File: config.mk
export PLATFORM = sky130hd
export DESIGN_NAME = sorted_list_engine_unit
export DESIGN_NICKNAME = d
export VERILOG_FILES = /design/src/sle_pkg.sv /design/src/sorted_list_engine_unit.sv /design/src/sle_cell.sv
export SDC_FILE = /design/constraint.sdc
export NUM_CORES = 2
export LEC_CHECK = 0
export ABC_CLOCK_PERIOD_IN_PS = 5200
export BUFFER_PORTS_ARGS = -buffer_cell sky130_fd_sc_hd__buf_2
export CORE_MARGIN = 3
export CORE_UTILIZATION = 40
export CTS_CLUSTER_SIZE = 14
export DETAILED_ROUTE_END_ITERATION = 16
export PLACE_DENSITY = 0.67
export SYNTH_ARGS = -nofsm -noshare
export SYNTH_HDL_FRONTEND = slang
export SYNTH_SLANG_ARGS = --single-unit
File: constraint.sdc
create_clock -name clk -period 5.2 [get_ports clk]
set_input_delay 0.78 -clock clk [delete_from_list [all_inputs] [get_ports clk]]
set_output_delay 0.78 -clock clk [all_outputs]
set_load 0.02 [all_outputs]
File: src/sle_pkg.sv
`timescale 1ns / 1ps
// shared types and constants for the sorted list engine
// depends on nothing; used by sle_cell and sorted_list_engine_unit
package sle_pkg;

  localparam int CAPACITY   = 16;
  localparam int DATA_WIDTH = 32;
  localparam int IDX_W      = (CAPACITY > 1) ? $clog2(CAPACITY) : 1;
  localparam int CNT_W      = $clog2(CAPACITY + 1);
  localparam int POS_W      = 5;
  localparam int CMP_W      = (CNT_W > POS_W) ? CNT_W : POS_W;

  typedef logic [DATA_WIDTH-1:0] data_t;
  typedef logic [IDX_W-1:0]      idx_t;
  typedef logic [CNT_W-1:0]      cnt_t;
  typedef logic [CMP_W-1:0]      cmp_t;
  typedef logic [4:0]            count_field_t;
  typedef logic [31:0]           word_t;

  typedef enum logic [1:0] {
    ACT_INSERT = 2'd0,
    ACT_DELETE = 2'd1,
    ACT_READ   = 2'd2
  } action_t;

  typedef enum logic [1:0] {
    ST_OK    = 2'd0,
    ST_FULL  = 2'd1,
    ST_RANGE = 2'd2
  } status_t;

  // per-cell command: insert or delete
  typedef struct packed {
    logic ins;
    logic del;
  } cell_cmd_t;

endpackage

File: src/sorted_list_engine_unit.sv
`timescale 1ns / 1ps
// top level of the sorted list engine: chain of cells, count and output register
// depends on sle_pkg and sle_cell

// Keeps up to CAPACITY unsigned values in ascending order in a row of cells,
// one entry per cell. An insert, a delete or a read is done at once in the cells: every
// cell compares its entry with the new value and shifts from its left or
// right neighbor in the same cycle, so a word is accepted every cycle and its
// result appears in the output register on the next one. The input stalls
// only while a finished result is held by a stalled output. Equal values keep
// arrival order; the newest goes after them.
module sorted_list_engine_unit (
  input  logic        clk,
  input  logic        rst,
  input  logic        in_valid,
  output logic        in_stall,
  input  logic [1:0]  action,
  input  logic [31:0] value,
  input  logic [4:0]  position,
  output logic        out_valid,
  input  logic        out_stall,
  output logic [31:0] read_value,
  output logic [4:0]  count,
  output logic        is_empty,
  output logic [1:0]  status
);

  localparam int CAP = sle_pkg::CAPACITY;

  sle_pkg::data_t     cell_data [CAP];
  logic [CAP-1:0]     cell_occ;
  logic [CAP-1:0]     cell_gt;
  sle_pkg::cell_cmd_t cell_cmd [CAP];

  sle_pkg::cnt_t  entry_count;
  sle_pkg::cnt_t  entry_count_next;
  sle_pkg::data_t ins_value;
  sle_pkg::idx_t  pos_idx;
  logic           accept;
  logic           full;
  logic           pos_bad;
  logic           do_ins;
  logic           do_del;
  logic [1:0]     res_status;
  sle_pkg::word_t res_read;
  logic           sorted_ok;

  assign accept    = in_valid && !in_stall;
  assign in_stall  = out_valid && out_stall;
  assign ins_value = sle_pkg::data_t'(value);
  assign full      = (entry_count == sle_pkg::cnt_t'(CAP));
  assign pos_bad   = (position == 5'd0) ||
                     (sle_pkg::cmp_t'(position) > sle_pkg::cmp_t'(entry_count));
  assign pos_idx   = sle_pkg::idx_t'(position - 5'd1);

  always_comb begin
    do_ins           = 1'b0;
    do_del           = 1'b0;
    res_status       = sle_pkg::ST_OK;
    res_read         = '0;
    entry_count_next = entry_count;
    case (action)
      sle_pkg::ACT_INSERT: begin
        if (full) begin
          res_status = sle_pkg::ST_FULL;
        end else begin
          do_ins           = accept;
          entry_count_next = entry_count + sle_pkg::cnt_t'(1);
        end
      end
      sle_pkg::ACT_DELETE: begin
        if (pos_bad) begin
          res_status = sle_pkg::ST_RANGE;
        end else begin
          do_del           = accept;
          entry_count_next = entry_count - sle_pkg::cnt_t'(1);
        end
      end
      sle_pkg::ACT_READ: begin
        if (pos_bad) begin
          res_status = sle_pkg::ST_RANGE;
        end else begin
          res_read = sle_pkg::word_t'(cell_data[pos_idx]);
        end
      end
      default: begin
        res_status = sle_pkg::ST_OK;
      end
    endcase
  end

  for (genvar k = 0; k < CAP; k++) begin : g_cell
    sle_pkg::data_t l_data;
    sle_pkg::data_t r_data;
    logic           l_occ;
    logic           l_gt;
    logic           r_occ;

    // delete shifts every cell at or after the removed position
    assign cell_cmd[k].ins = do_ins;
    assign cell_cmd[k].del = do_del &&
      (sle_pkg::cmp_t'(k) + sle_pkg::cmp_t'(1) >= sle_pkg::cmp_t'(position));

    if (k == 0) begin : g_first
      assign l_data = '0;
      assign l_occ  = 1'b1;
      assign l_gt   = 1'b0;
    end else begin : g_mid_l
      assign l_data = cell_data[k-1];
      assign l_occ  = cell_occ[k-1];
      assign l_gt   = cell_gt[k-1];
    end

    if (k == CAP - 1) begin : g_last
      assign r_data = '0;
      assign r_occ  = 1'b0;
    end else begin : g_mid_r
      assign r_data = cell_data[k+1];
      assign r_occ  = cell_occ[k+1];
    end

    sle_cell u_cell (
      .clk        (clk),
      .rst        (rst),
      .cmd        (cell_cmd[k]),
      .ins_value  (ins_value),
      .left_data  (l_data),
      .left_occ   (l_occ),
      .left_gt    (l_gt),
      .right_data (r_data),
      .right_occ  (r_occ),
      .data       (cell_data[k]),
      .occ        (cell_occ[k]),
      .gt         (cell_gt[k])
    );
  end

  always_ff @(posedge clk) begin
    if (rst) begin
      entry_count <= '0;
    end else if (accept) begin
      entry_count <= entry_count_next;
    end
  end

  always_ff @(posedge clk) begin
    if (rst) begin
      out_valid <= 1'b0;
    end else if (accept) begin
      out_valid <= 1'b1;
    end else if (!out_stall) begin
      out_valid <= 1'b0;
    end
  end

  always_ff @(posedge clk) begin
    if (accept) begin
      read_value <= res_read;
      count      <= sle_pkg::count_field_t'(entry_count_next);
      is_empty   <= (entry_count_next == '0);
      status     <= res_status;
    end
  end

  // occupied neighbors must be in ascending order
  always_comb begin
    sorted_ok = 1'b1;
    for (int i = 0; i + 1 < CAP; i++) begin
      if (cell_occ[i+1] && (cell_data[i] > cell_data[i+1])) begin
        sorted_ok = 1'b0;
      end
    end
  end

  a_count_matches_cells : assert property (@(posedge clk) disable iff (rst)
    $countones(cell_occ) == int'(entry_count))
    else $error("occupied cells disagree with entry count");

  // one extra bit so a completely full row still carries into a single one
  a_cells_packed : assert property (@(posedge clk) disable iff (rst)
    $countones({1'b0, cell_occ} + {{CAP{1'b0}}, 1'b1}) == 1)
    else $error("occupied cells are not a contiguous run from cell zero");

  a_sorted : assert property (@(posedge clk) disable iff (rst) sorted_ok)
    else $error("list lost ascending order");

  a_result_follows : assert property (@(posedge clk) disable iff (rst)
    accept |=> out_valid && (is_empty == (entry_count == '0)))
    else $error("accepted word did not produce a matching result");

endmodule

File: src/sle_cell.sv
`timescale 1ns / 1ps
// one list cell: holds an entry and its occupied flag, shifts with its neighbors
// depends on sle_pkg
module sle_cell (
  input  logic              clk,
  input  logic              rst,
  input  sle_pkg::cell_cmd_t cmd,
  input  sle_pkg::data_t    ins_value,
  input  sle_pkg::data_t    left_data,
  input  logic              left_occ,
  input  logic              left_gt,
  input  sle_pkg::data_t    right_data,
  input  logic              right_occ,
  output sle_pkg::data_t    data,
  output logic              occ,
  output logic              gt
);

  assign gt = occ && (data > ins_value);

  always_ff @(posedge clk) begin
    if (cmd.ins) begin
      // larger entries move one cell right, new word lands in the first gap
      if (left_gt) begin
        data <= left_data;
      end else if (gt || (!occ && left_occ)) begin
        data <= ins_value;
      end
    end else if (cmd.del) begin
      data <= right_data;
    end
  end

  always_ff @(posedge clk) begin
    if (rst) begin
      occ <= 1'b0;
    end else if (cmd.ins) begin
      if (left_gt || (!occ && left_occ)) begin
        occ <= 1'b1;
      end
    end else if (cmd.del) begin
      occ <= right_occ;
    end
  end

endmodule

==> reports/metrics.yaml <==
ys_types: 79
synth_seq_cells: 574
dieArea_sq_mm: 0.117
ctsHtreeMaxLevel: 3
dr.pass1.iters: 7
cts_buffer_depth: 3
fin_crit_sh_pct: 78.8
post-route-min-period_ns: 4.10
cts_setup_buffers: 0
fillers: 10373
p_leak_nw: 17.5
pwr_density_cell_mw_per_mm2: 259
port_buffers: 84
drt_iter0_drc: 5973
final.setup.worst_slack_ns: 1.10
max_stage_delay_ns: 0.72
synth_edf_count: 552
yosysWarnings: 0
fmax_mhz: 244
finalPower_mw: 12.9
grt_pass1_vias: 38104
cap_violations: 0
vias_per_cell: 6.84
rows: 122
vias: 40964
yosysMostFrequentCell: "a21oi_1"
setup_tns_ns: 0
place_ws_ns: 0.631
synth_top_cell_by_area: "edfxtp_1"
status: "finished clean"
cts_root_buf: "clkbuf_16"
cp.required_ns: 5.53
finalMaxSlewViolations: 0
hpwl_mm: 122
drive_gt1_share_pct: 12.4
cts.sinks: 574
peakVddDrop_mv: 0.239
rsz0062_at_grt: "false"
cts_tree: "yes"
grt_antenna_before_repair: 5
nets: 5006
clkTransAtPathRegs_ns: 0.06
path_cells: "buf_2 -> inv_1 -> buf_4 -> ha_1 -> nand4_1 -> or4_1 -> o21ai_1 -> a311o_1 -> and2_1 -> a41oi_4 -> buf_4"
ctsHoldBuffers: 0
grt_max_degree: 130
syn_area_per_cell_sq_um: 10.1
syn-instance-count: 4475
grt_pass1_wl_mm: 251
hold_ws_ns: 0.439
worstMarginPinSlew_ns: 1.11
seq_area_frac_synth_pct: 37.7
fin_cells: 5987
syn_nets: 5043
critPathSlowestCell: "and2_1"
synth.top_cells.by_area: "edfxtp_1 (37%), ha_1 (15%), a221o_1 (7.1%)"
hold_viol_final: 0
synth_common_cells: "a21oi_1 (578), edfxtp_1 (552), ha_1 (525)"
slew_headroom_pct: 26.0
ff2ff_setup_slack_ns: 1.32
setup_viol: 0
drc: 0
crit_top_cell: "buf_4"
cts-buffers-inserted: 71
postRouteAntennaNets: 0
cts_resized: 0
hold_path_class: "in -> reg"
grtUsageTotal_pct: 27.9
finalClockSkew_ns: 0.0318
arrival_ns: 4.42
grt_overflow: 0
synth-main-ff-cell: "edfxtp_1"
syn_to_final_growth_pct: 10.7
placed_cells: 5853
mappedNetlistArea_sq_mm: 0.0451
clkLatencyLatePin_ns: 0.65
async_flop_share_pct: 0
wl_per_cell_um: 28.0
die_h_um: 342
cp_max_fo: 32
criticalPathCategory: "in -> reg"
endpoint_kind: "flop"
die_w_um: 342
drt-total-wl_mm: 167
initial_utilization_pct: 40.6
core_area_sq_mm: 0.111
startpoint_type: "primary input"
io_pins: 85
synth.top_cell.area_share_pct: 36.7
gp_congestion: 0.986
==> routing by layer <==
layer / up-vias / GRT usage (%) / part of all wire [%] / wire [um]
met5: - / 0 / 0.020 / 34
met4: 6 / 10.6 / 4.6 / 7640
met3: 418 / 6.07 / 11 / 19000
met2: 2700 / 42.6 / 44 / 73700
met1: 19971 / 38.6 / 40 / 67100
li1: 17869 / - / - / -
==> layout make-up <==
cell class	instances	area, sq um	share of cell area (%)
Antenna cell	3	7.51	0.0150
Clock buffer	90	1980	3.97
Clock inverter	41	368	0.736
Inverter	75	282	0.563
Multi-Input combinational cell	3451	26400	52.9
Sequential cell	574	17000	34.1
Tap cell	1488	1860	3.73
Timing Repair Buffer	265	2000	4.00
==> power breakdown <==
group / internal, mW / switching [mW]
logic: 0.860 / 1.39
clock network: 3.00 / 2.19
registers: 5.29 / 0.199
==> flip-flops by register name, summed over array words and instances (netlist names) <==
register	flops
out_valid	1
read_value	32
entry_count	5
status	2
g_cell.u_cell.occ	16
count	5
is_empty	1
g_cell.u_cell.data	512
==> through the flow <==
stage               utilization [%]  instance area (sq um)
detailed placement             42.8                  47600
floorplan                         -                  45100
global placement               42.8                  47600
CTS                            44.9                  50000
global route                   44.9                  50000
finish                         44.9                  50000
==> worst paths after layout <==
kind                                     end            from  depth (start not counted)
setup reg to reg  g_cell[10].u_cell.data[27]  entry_count[2]                          9
hold / removal                     out_valid        in_valid                          3
hold reg to reg               entry_count[3]  entry_count[3]                          1
setup / recovery   g_cell[3].u_cell.data[25]       value[27]                         11
==> layout by cell type, fill, tap and decap left out, types with 22 or more instances in the layout <==
cell | synthesis | final
a21oi_1 | 578 | 578
edfxtp_1 | 552 | 552
ha_1 | 525 | 524
nand2_1 | 511 | 511
a221o_1 | 319 | 319
nor2_1 | 185 | 185
nand3_1 | 173 | 172
buf_4 | 1 | 164
o21ai_0 | 157 | 157
mux4_2 | 128 | 128
nand4_1 | 126 | 126
o211ai_1 | 121 | 121
a31oi_1 | 110 | 100
buf_2 | 52 | 83
a211oi_1 | 81 | 81
clkbuf_16 | 0 | 75
inv_1 | 74 | 74
nor2b_1 | 48 | 48
a21o_1 | 44 | 44
o21ai_1 | 44 | 42
mux2i_1 | 34 | 34
nand2b_1 | 32 | 32
nor3_1 | 29 | 29
or4_1 | 24 | 24
a221oi_1 | 22 | 22
dfxtp_1 | 22 | 22
==> worst max-delay path: cells and delay by family <==
family,cells,cell delay [ns]
buffers and inverters,4,1.19
AO/OA/AOI/OAI,3,0.62
adder cells (fa/ha/maj),1,0.18
AND/OR/NAND/NOR,3,1.63
==> kinds of logic after synthesis <==
family	after synthesis	synth area share [%]
and+or+nand+nor	1189	12.3
buffers and inverters	450	4.56
AOI/OAI and AO/OA	1572	23.7
adders and majority gates	525	14.5
DFF	574	37.7
muxes	163	7.16
xor gates and xnor gates	2	0.0388
Power figures use the tool's default switching activity.
